--- config.mk ---
export PLATFORM = sky130hd
export DESIGN_NAME = utf8_to_utf16_strict_decoder
export DESIGN_NICKNAME = d
export VERILOG_FILES = /design/src/rtl/u8u16_pkg.sv /design/src/rtl/u8u16_core.sv /design/src/rtl/utf8_to_utf16_strict_decoder.sv
export SDC_FILE = /design/constraint.sdc
export NUM_CORES = 1
export LEC_CHECK = 0
export BUFFER_PORTS_ARGS = -buffer_cell sky130_fd_sc_hd__buf_2
export CAP_MARGIN = 30
export CORE_MARGIN = 1.5
export CORE_UTILIZATION = 40
export DETAILED_ROUTE_END_ITERATION = 10
export HOLD_SLACK_MARGIN = 0.15
export PLACE_DENSITY = 0.6
export SETUP_SLACK_MARGIN = 0.5
export SLEW_MARGIN = 20
export SYNTH_ARGS = -nofsm -noshare
export SYNTH_HDL_FRONTEND = slang
export SYNTH_SLANG_ARGS = --single-unit
--- constraint.sdc ---
create_clock -name clk -period 6 [get_ports clk]
set_input_delay 0.3 -clock clk [delete_from_list [all_inputs] [get_ports clk]]
set_output_delay 0.3 -clock clk [all_outputs]
set_load 0.01 [all_outputs]
--- src/rtl/u8u16_pkg.sv ---
`timescale 1ns / 1ps
package u8u16_pkg;

	// Decoder phase
	typedef enum logic [1:0] {
		PH_IDLE = 2'd0,
		PH_ONE  = 2'd1,
		PH_TWO  = 2'd2,
		PH_DROP = 2'd3
	} phase_t;

	// Result kind codes
	localparam logic [1:0] KIND_UNIT   = 2'd0;
	localparam logic [1:0] KIND_TERM   = 2'd1;
	localparam logic [1:0] KIND_REJECT = 2'd2;

	localparam logic [15:0] CAP_RESET = 16'hFFFF;

	// One step's result word
	typedef struct packed {
		logic        valid;
		logic [15:0] code_unit;
		logic [1:0]  kind;
		logic [15:0] word_total;
		logic        last;
	} step_res_t;

endpackage

--- src/rtl/u8u16_core.sv ---
`timescale 1ns / 1ps
module u8u16_core (
	input  logic                   clk,
	input  logic                   arst_n,
	input  logic                   step_en,
	input  logic [7:0]             in_byte,
	input  logic [15:0]            word_capacity,
	output u8u16_pkg::step_res_t   res
);

	u8u16_pkg::phase_t phase_q, phase_n;
	logic [9:0]  pp_q, pp_n;
	logic        n3_q, n3_n;
	logic [15:0] wd_q, wd_n;

	logic        cont;
	logic [5:0]  low6;
	logic [15:0] cp3;
	logic [16:0] wd_p1;
	logic [16:0] cap17;
	logic        rej, unit, term;
	logic [15:0] unit_cp;

	assign cont  = (in_byte[7:6] == 2'b10);
	assign low6  = in_byte[5:0];
	assign cp3   = {pp_q, low6};
	assign wd_p1 = {1'b0, wd_q} + 17'd1;
	assign cap17 = {1'b0, word_capacity};

	// Decode the byte against the running state
	always_comb begin
		phase_n = phase_q;
		pp_n    = pp_q;
		n3_n    = n3_q;
		wd_n    = wd_q;
		rej     = 1'b0;
		unit    = 1'b0;
		term    = 1'b0;
		unit_cp = 16'd0;
		unique case (phase_q)
			u8u16_pkg::PH_DROP: begin
				if (in_byte == 8'd0) begin
					phase_n = u8u16_pkg::PH_IDLE;
					wd_n    = 16'd0;
				end
			end
			u8u16_pkg::PH_ONE: begin
				if (!cont) begin
					rej = 1'b1;
				end else if (n3_q) begin
					// overlong form or surrogate
					if (cp3[15:11] == 5'd0 || cp3[15:11] == 5'b11011) begin
						rej = 1'b1;
					end else begin
						unit    = 1'b1;
						unit_cp = cp3;
					end
				end else begin
					unit    = 1'b1;
					unit_cp = {5'd0, pp_q[4:0], low6};
				end
			end
			u8u16_pkg::PH_TWO: begin
				if (!cont) begin
					rej = 1'b1;
				end else begin
					pp_n    = {pp_q[3:0], low6};
					phase_n = u8u16_pkg::PH_ONE;
				end
			end
			u8u16_pkg::PH_IDLE: begin
				priority if (in_byte == 8'd0) begin
					if (wd_p1 > cap17) begin
						rej = 1'b1;
					end else begin
						term = 1'b1;
						wd_n = 16'd0;
					end
				end else if (!in_byte[7]) begin
					unit    = 1'b1;
					unit_cp = {8'd0, in_byte};
				end else if (in_byte >= 8'hC2 && in_byte <= 8'hDF) begin
					pp_n    = {5'd0, in_byte[4:0]};
					n3_n    = 1'b0;
					phase_n = u8u16_pkg::PH_ONE;
				end else if (in_byte >= 8'hE0 && in_byte <= 8'hEF) begin
					pp_n    = {6'd0, in_byte[3:0]};
					n3_n    = 1'b1;
					phase_n = u8u16_pkg::PH_TWO;
				end else begin
					rej = 1'b1;
				end
			end
		endcase

		// Capacity check on a code unit
		if (unit && wd_p1 >= cap17) begin
			rej  = 1'b1;
			unit = 1'b0;
		end

		if (rej) begin
			phase_n = (in_byte == 8'd0) ? u8u16_pkg::PH_IDLE : u8u16_pkg::PH_DROP;
			pp_n    = 10'd0;
			n3_n    = 1'b0;
			wd_n    = 16'd0;
		end else if (unit) begin
			phase_n = u8u16_pkg::PH_IDLE;
			pp_n    = 10'd0;
			n3_n    = 1'b0;
			wd_n    = wd_p1[15:0];
		end
	end

	// Build the result word
	always_comb begin
		res            = '0;
		res.valid      = rej | unit | term;
		res.code_unit  = unit ? unit_cp : 16'd0;
		res.word_total = term ? wd_p1[15:0] : 16'd0;
		res.last       = rej | term;
		if (rej) begin
			res.kind = u8u16_pkg::KIND_REJECT;
		end else if (term) begin
			res.kind = u8u16_pkg::KIND_TERM;
		end else begin
			res.kind = u8u16_pkg::KIND_UNIT;
		end
	end

	// Advance the state when a word is consumed
	always_ff @(posedge clk or negedge arst_n) begin
		if (!arst_n) begin
			phase_q <= u8u16_pkg::PH_IDLE;
			pp_q    <= 10'd0;
			n3_q    <= 1'b0;
			wd_q    <= 16'd0;
		end else if (step_en) begin
			phase_q <= phase_n;
			pp_q    <= pp_n;
			n3_q    <= n3_n;
			wd_q    <= wd_n;
		end
	end

endmodule

--- src/rtl/utf8_to_utf16_strict_decoder.sv ---
`timescale 1ns / 1ps
// Strict UTF-8 to UTF-16 (BMP) string decoder.
// Input channel: in_valid/in_ready with in_byte, one UTF-8 byte per word;
// a zero byte ends the string. Output channel: out_valid/out_ready with
// code_unit, kind, word_total and last. Each byte gives zero or one result:
// a code unit (kind 0), the terminator with its word count (kind 1, last),
// or a single reject for the string (kind 2, last), after which, unless
// the zero byte itself was rejected, bytes are dropped through the next zero byte without results.
// word_capacity is set through cfg_we/cfg_wdata; write it only while idle.
// An accepted byte is held in the input register, and its result then
// in the result register. Throughput: one byte per cycle while the
// receiver takes results, set by the single decode stage between the two registers.
// When the receiver stalls, the result register holds and the input
// register keeps taking one more byte; in_ready falls only once both are
// full. Reset empties both registers, returns the decoder to awaiting a
// lead byte with a zero word count, and sets the capacity to 65535.
module utf8_to_utf16_strict_decoder (
	input  logic        clk,
	input  logic        arst_n,
	input  logic        cfg_we,
	input  logic [15:0] cfg_wdata,
	input  logic        in_valid,
	output logic        in_ready,
	input  logic [7:0]  in_byte,
	output logic        out_valid,
	input  logic        out_ready,
	output logic [15:0] code_unit,
	output logic [1:0]  kind,
	output logic [15:0] word_total,
	output logic        last
);

	logic        valid_s1;
	logic [7:0]  byte_s1;
	logic        advance;
	logic [15:0] cap_q;
	logic        out_valid_q;
	logic [15:0] code_unit_q;
	logic [1:0]  kind_q;
	logic [15:0] word_total_q;
	logic        last_q;

	u8u16_pkg::step_res_t res;

	// Consume the held byte when the result register can take its result
	assign advance  = valid_s1 && (!out_valid_q || out_ready);
	assign in_ready = !valid_s1 || advance;

	// Hold the capacity register
	always_ff @(posedge clk or negedge arst_n) begin
		if (!arst_n) begin
			cap_q <= u8u16_pkg::CAP_RESET;
		end else if (cfg_we) begin
			cap_q <= cfg_wdata;
		end
	end

	// Input register
	always_ff @(posedge clk or negedge arst_n) begin
		if (!arst_n) begin
			valid_s1 <= 1'b0;
		end else if (in_ready) begin
			valid_s1 <= in_valid;
		end
	end

	always_ff @(posedge clk) begin
		if (in_valid && in_ready) begin
			byte_s1 <= in_byte;
		end
	end

	u8u16_core u_core (
		.clk           (clk),
		.arst_n        (arst_n),
		.step_en       (advance),
		.in_byte       (byte_s1),
		.word_capacity (cap_q),
		.res           (res)
	);

	// Result register
	always_ff @(posedge clk or negedge arst_n) begin
		if (!arst_n) begin
			out_valid_q <= 1'b0;
		end else if (advance) begin
			out_valid_q <= res.valid;
		end else if (out_ready) begin
			out_valid_q <= 1'b0;
		end
	end

	always_ff @(posedge clk) begin
		if (advance && res.valid) begin
			code_unit_q  <= res.code_unit;
			kind_q       <= res.kind;
			word_total_q <= res.word_total;
			last_q       <= res.last;
		end
	end

	assign out_valid  = out_valid_q;
	assign code_unit  = code_unit_q;
	assign kind       = kind_q;
	assign word_total = word_total_q;
	assign last       = last_q;

endmodule

# After elaboration in Yosys (flattened, before gate mapping)

Index checks and enable logic that the tools add are counted.
W data, S select, Z words.

Register bits: 90
Latch bits: 0
Bits in writable memories: 0
Bits in read-only memories: 0
Input bits: 29
Output and inout port bits: 37
Word-level logic and storage cells: 121
Memories: 0

Add/sub/neg operators: 1
Multiply operators: 0
Div/mod/pow operators: 0
Magnitude comparators: 6
Equal/unequal tests: 13
Shift operators: 0
Mux-type cells: 61
Bitwise gates (word level): 3
Reduce and logical (&&, ||, !) cells: 25

Operator list:

| operator                | number |
|---|---|
| $mux W16                | 9 |
| $mux W10                | 7 |
| $pmux W16 S2            | 2 |
| $mux W1                 | 29 |
| $pmux W10 S2            | 1 |
| $mux W2                 | 9 |
| $add A16 B1 Y17 const B | 1 |
| $ge A17 B16 Y1          | 1 |
| $gt A17 B16 Y1          | 1 |
| $ge A8 B8 Y1 const B    | 2 |
| $le A8 B8 Y1 const B    | 2 |
| $ne A4 B1 Y1 const B    | 3 |
| $ne A4 B2 Y1 const B    | 3 |
| $reduce_bool A4 Y1      | 3 |
| $reduce_and A5 Y1       | 2 |
| $logic_not A8 Y1        | 1 |
| $mux W7                 | 1 |
| $reduce_and A7 Y1       | 1 |
| $eq A2 B2 Y1 const B    | 3 |
| $logic_and A1 B1 Y1     | 6 |
| $pmux W2 S3             | 1 |
| $reduce_and A6 Y1       | 1 |
| $reduce_bool A3 Y1      | 2 |
| $eq A5 B5 Y1 const B    | 1 |
| 12 further kinds        | 17 |

# Logic depth before layout (Yosys ltp)

Depth in word-level cells: 11
Mapped depth: 17
Mapped depth without buffers: 15

# Cells and area by module

From an unflattened synthesis, not the netlist that was laid out.

Cells, all modules: 416
Area total of the unflattened synthesis: 4724.5 um2

By module, submodules not included:

| module                       | instances | cells each | area an instance (um2) | seq. area each (um2) |
|---|---|---|---|---|
| u8u16_core                   | 1         | 329        | 2667.6                 | 725.7 |
| utf8_to_utf16_strict_decoder | 1         | 87         | 2057.0                 | 1761.7 |

# Worst setup path after synthesis

Ideal clock, no wire load.

Path type: reg-to-reg
Start point: register u_core.wd_q[2]
End point: register code_unit_q[0], in the netlist code_unit[0] (enable)
Library setup time: 0.427 ns
Arrival: 5.004 ns
Required time: 5.573 ns
Slack: 0.569 ns
Cell stages (with the launch flop): 16
Buffers on the path: 1
Clock period less this slack: 5.431 ns
Cells stage by stage: dfrtp_1 > and3_1 > and3_1 > and3_1 > clkbuf_1 > nand3_1 > nor2b_1 > xnor2_1 > inv_1 > ha_1 > and3_1 > a221oi_1 > nor3b_2 > o211ai_1 > and2_1 > nor2_1

Longest elaborated chain between the ends: 9
Elaborated cells on any way between the ends: 15
Classes of those cells: add/sub (1); order compare (2); mux (8); bitwise (2); reduce/logical (2)

Ends and longest elaborated chain:

| element                | RTL line                           | RTL |
|---|---|---|
| from (decl)            | u8u16_core.sv:14                   | `logic [15:0] wd_q, wd_n;` |
| from (signal assigned) | u8u16_core.sv:142                  | `wd_q <= wd_n;` |
| $add A16 B1 Y17 *      | u8u16_core.sv:27                   | `assign wd_p1 = {1'b0, wd_q} + 17'd1;` |
| net u_core.wd_p1[15]   | u8u16_core.sv:19                   | `logic [16:0] wd_p1;` |
| $gt A17 B16 Y1         | u8u16_core.sv:73                   | `if (wd_p1 > cap17) begin` |
| $mux W1                | u8u16_core.sv:73                   |  |
| $mux W1                | u8u16_core.sv:72                   | `priority if (in_byte == 8'd0) begin` |
| $pmux W1 S3            | u8u16_core.sv:40                   | `unique case (phase_q)` |
| $mux W1                | u8u16_core.sv:97                   | `if (unit && wd_p1 >= cap17) begin` |
| $or A1 B1 Y1           | u8u16_core.sv:118                  | `res.valid = rej \| unit \| term;` |
| $or A1 B1 Y1 *         | u8u16_core.sv:118                  |  |
| $logic_and A1 B1 Y1 *  | utf8_to_utf16_strict_decoder.sv:94 | `if (advance && res.valid) begin` |
| to (signal assigned)   | utf8_to_utf16_strict_decoder.sv:95 | `code_unit_q <= res.code_unit;` |
| to (decl)              | utf8_to_utf16_strict_decoder.sv:38 | `logic [15:0] code_unit_q;` |

The timed path passes the listed nets; every way through them passes the cells marked *.
A chain may end at the register's enable or synchronous reset.

# Worst setup path after layout

Start point: register u_core.wd_q[2]
End point: register word_total_q[12], in the netlist word_total[12] (enable)

Longest elaborated chain between the ends: 9
Elaborated cells on any way between the ends: 15
Classes of those cells: add/sub (1); order compare (2); mux (8); bitwise (2); reduce/logical (2)

Ends and longest elaborated chain:

| element               | RTL line                           | RTL |
|---|---|---|
| $add A16 B1 Y17 *     | u8u16_core.sv:27                   |  |
| net u_core.wd_p1[15]  | u8u16_core.sv:19                   |  |
| $gt A17 B16 Y1        | u8u16_core.sv:73                   |  |
| $mux W1               | u8u16_core.sv:73                   |  |
| $mux W1               | u8u16_core.sv:72                   |  |
| $pmux W1 S3           | u8u16_core.sv:40                   |  |
| $mux W1               | u8u16_core.sv:97                   |  |
| $or A1 B1 Y1          | u8u16_core.sv:118                  |  |
| $or A1 B1 Y1 *        | u8u16_core.sv:118                  |  |
| $logic_and A1 B1 Y1 * | utf8_to_utf16_strict_decoder.sv:94 |  |
| to (signal assigned)  | utf8_to_utf16_strict_decoder.sv:97 | `word_total_q <= res.word_total;` |
| to (decl)             | utf8_to_utf16_strict_decoder.sv:40 | `logic [15:0] word_total_q;` |

Marked as above.

==> run summary <==
Run status: complete, no violations
Final hold viol count: 0
Post-synth EDFFs: 43
First-pass GRT wire length: 15900 µm
Vias per cell: 5.32
Clock transition at path regs: 0.06 ns
Cell Area, Synth: 4530 µm²
Final non-filler cell total: 616
Core Util, Final: 0.498
Setup TNS: 0 ns
MaxCap Viol Count: 0
HP Class: input port to flop
Total CTS buffers: 9
Overall Global Routing Usage: 0.176
Final setup margin: 1.51 ns
Crit path required time: 6.04 ns
Kind of critical path: flop to flop
Share of cells above drive strength 1: 0.242
Core area: 10900 µm²
Metal3 WL: 449 µm
Critical-path maximum fanout: 30
Starting Density: 0.415
CTS sink cnt: 90
WL met1: 4570 µm
Max-slew headroom: 0.568
Die ar.: 12000 µm²
Worst-Skew Late Latency: 0.35 ns
Post-cts resize count: 0
Commonest cells after routing, fill and taps aside: buf_2, edfxtp_1, dfrtp_1
Die height: 109 µm
Highest clock rate: 223 MHz
Final instance area: 5450 µm²
Flop pwr share: 0.404
Clock share of power: 0.276
Final Max Tran Viols: 0
Maximum number of pins on one net before global-route repair: 48
Net Sw Power: 0.720 mW
Arr. time, crit path: 4.53 ns
Clock Path Buffers: 2
Max stage delay on crit path: 0.51 ns
Commonest non-fill, non-tap cell in the layout: buf_2
Ys flop type: edfxtp_1
Yosys warns: 0
Peak supply drop: 0.000190 V
Total power draw: 2.16 mW
Layout Area Growth over Synthesis: 20.2%
Root buffer cell: clkbuf_16
H-tree levels: 3
ANT cells: 0
Gr ovfl total: 0
Routability cong.: 0.871
Slowest CP cell: nor3b_2
Hold slack final: 0.159 ns
DP HPWL: 6970 µm
Number of buffers inserted by port buffering: 65
CTS tree: built
Crit. End Element: flop
Crit path top cell by count: and3_1
Worst Tran Pin Value: 0.642 ns
Placed cell count: 590
Highest Signal Layer: met4
Post-synthesis net count: 444
Async S/R FF share, synth: 0.522
Dpl ws: 1.14 ns
Vias in the first global route: 3177
Detailed-route via count: 3278
# rows: 38
# IOs: 66
Synth Area per Inst: 11.5 µm²
Logic pwr share: 0.320
Crit-path cells: and3_1 > and3_1 > and3_1 > nand3_1 > nor2b_1 > xnor2_1 > inv_1 > ha_1 > and3_1 > a221oi_1 > nor3b_2 > o211ai_1 > and2_1 > nor2_4 > buf_12
Routed wl met2: 4440 µm
Drt total wl: 9680 µm
Placed Area: 5020 µm²
Startpoint types: flop
Final critical-path share of the clock period: 0.749
# DRC: 0
Min Tclk post-route: 4.49 ns
RSZ-0062 raised after global routing: false
Synth cell types: 54
1st-pass router iterations: 4
Synthesized flop and latch total: 90
Die width: 109 µm
Routed WL per cell: 15.7 µm
Sw frac: 0.333
Initial antenna violation count: 0
Pleak: 2.42 nW
Sequential share of the synthesized area: 0.549
Endpoints failing setup: 0
Number of setup buffers added after CTS: 0
Synthesized instance count: 393
Final #Nets: 522
Internal: 1.44 mW
Antenna viol nets, final: 0
Initial DRC Count: 169
Final Skew: 0.00678 ns
Power Density: 397 nW/µm²
worst paths after layout:
path / startpoint / end / slack, ns / cells after the start
max reg2reg: u_core.wd_q[2] / word_total[12] / 1.51 / 15
max in group asynchronous: arst_n / u_core.pp_q[2] / 5.01 / 3
min: cfg_wdata[14] / cap_q[14] / 0.16 / 3
min in group asynchronous: arst_n / u_core.wd_q[1] / 0.58 / 3
min reg2reg: u_core.pp_q[4] / u_core.pp_q[4] / 0.50 / 1
max: u_core.wd_q[2] / word_total[12] / 1.51 / 15
layout make-up:
type / count / area (µm²)
clock buffer: 10 / 250
clock inverter: 6 / 70.1
fill: 994 / 5490
inverter: 29 / 109
multi-input combinational: 264 / 1910
sequential: 90 / 2490
tap: 140 / 175
timing repair buffer: 77 / 450
flip-flops by register name (all words and copies together), names as in the netlist:
name and count:
cap_q 16, code_unit 16, u_core.wd_q 16, word_total 16, u_core.pp_q 10, byte_s1 8
kind 2, u_core.phase_q 2, last 1, out_valid 1, u_core.n3_q 1, valid_s1 1
timing repair:
item | CTS | global route
hold endpoints to repair | 39 | 0
setup endpoints to repair | 0 | 0
hold buffers | 9 | 0
critical path: cells and delay by family (launching register included):
kind            cells  cell delay [ns]
fa+ha+maj           1             0.30
buf+inv             2             0.32
compound gates      2             0.67
flops               1             0.44
xor+xnor            1             0.20
simple gates        9             2.24
synth_stat cells, drive strengths merged (10+ instances only):
cell type	instances	share of area
nor2	20	0.017
and2	18	0.025
inv	29	0.024
edfxtp	43	0.28
and3	13	0.018
nand2	27	0.022
dfstp	16	0.093
a21oi	16	0.018
a22o	17	0.033
ha	22	0.061
nor2b	10	0.014
dfrtp	31	0.17
nand3	10	0.011
o21ai	23	0.025
power groups by stage:
stage	Clock (mW)	Sequential (mW)	Combinational [mW]
5_1_grt	0.627	0.890	0.761
3_3_place_gp	0	0.884	0.663
6_report	0.596	0.874	0.692
4_1_cts	0.604	0.878	0.680
2_1_floorplan	0	0.923	0.423
3_5_place_dp	0	0.888	0.671
cells by family after synthesis:
| kind of cell | count (synthesis) | synth area share |
|---|---|---|
| buffers and inverters | 39 | 0.0326 |
| flip-flops | 90 | 0.549 |
| multiplexers | 5 | 0.0116 |
| AO/OA/AOI/OAI | 95 | 0.163 |
| XOR/XNOR | 14 | 0.0270 |
| adder cells (fa/ha/maj) | 22 | 0.0607 |
| AND/OR/NAND/NOR | 128 | 0.156 |
per-layer routing:
| metal | vias to the layer above | GRT usage |
|---|---|---|
| met3 | 15 | 0.0243 |
| met5 | - | 0 |
| met4 | 0 | 0.0788 |
| li1 | 1594 | - |
| met1 | 1584 | 0.251 |
| met2 | 85 | 0.265 |
No activity file was read; power rests on OpenSTA's default activity.
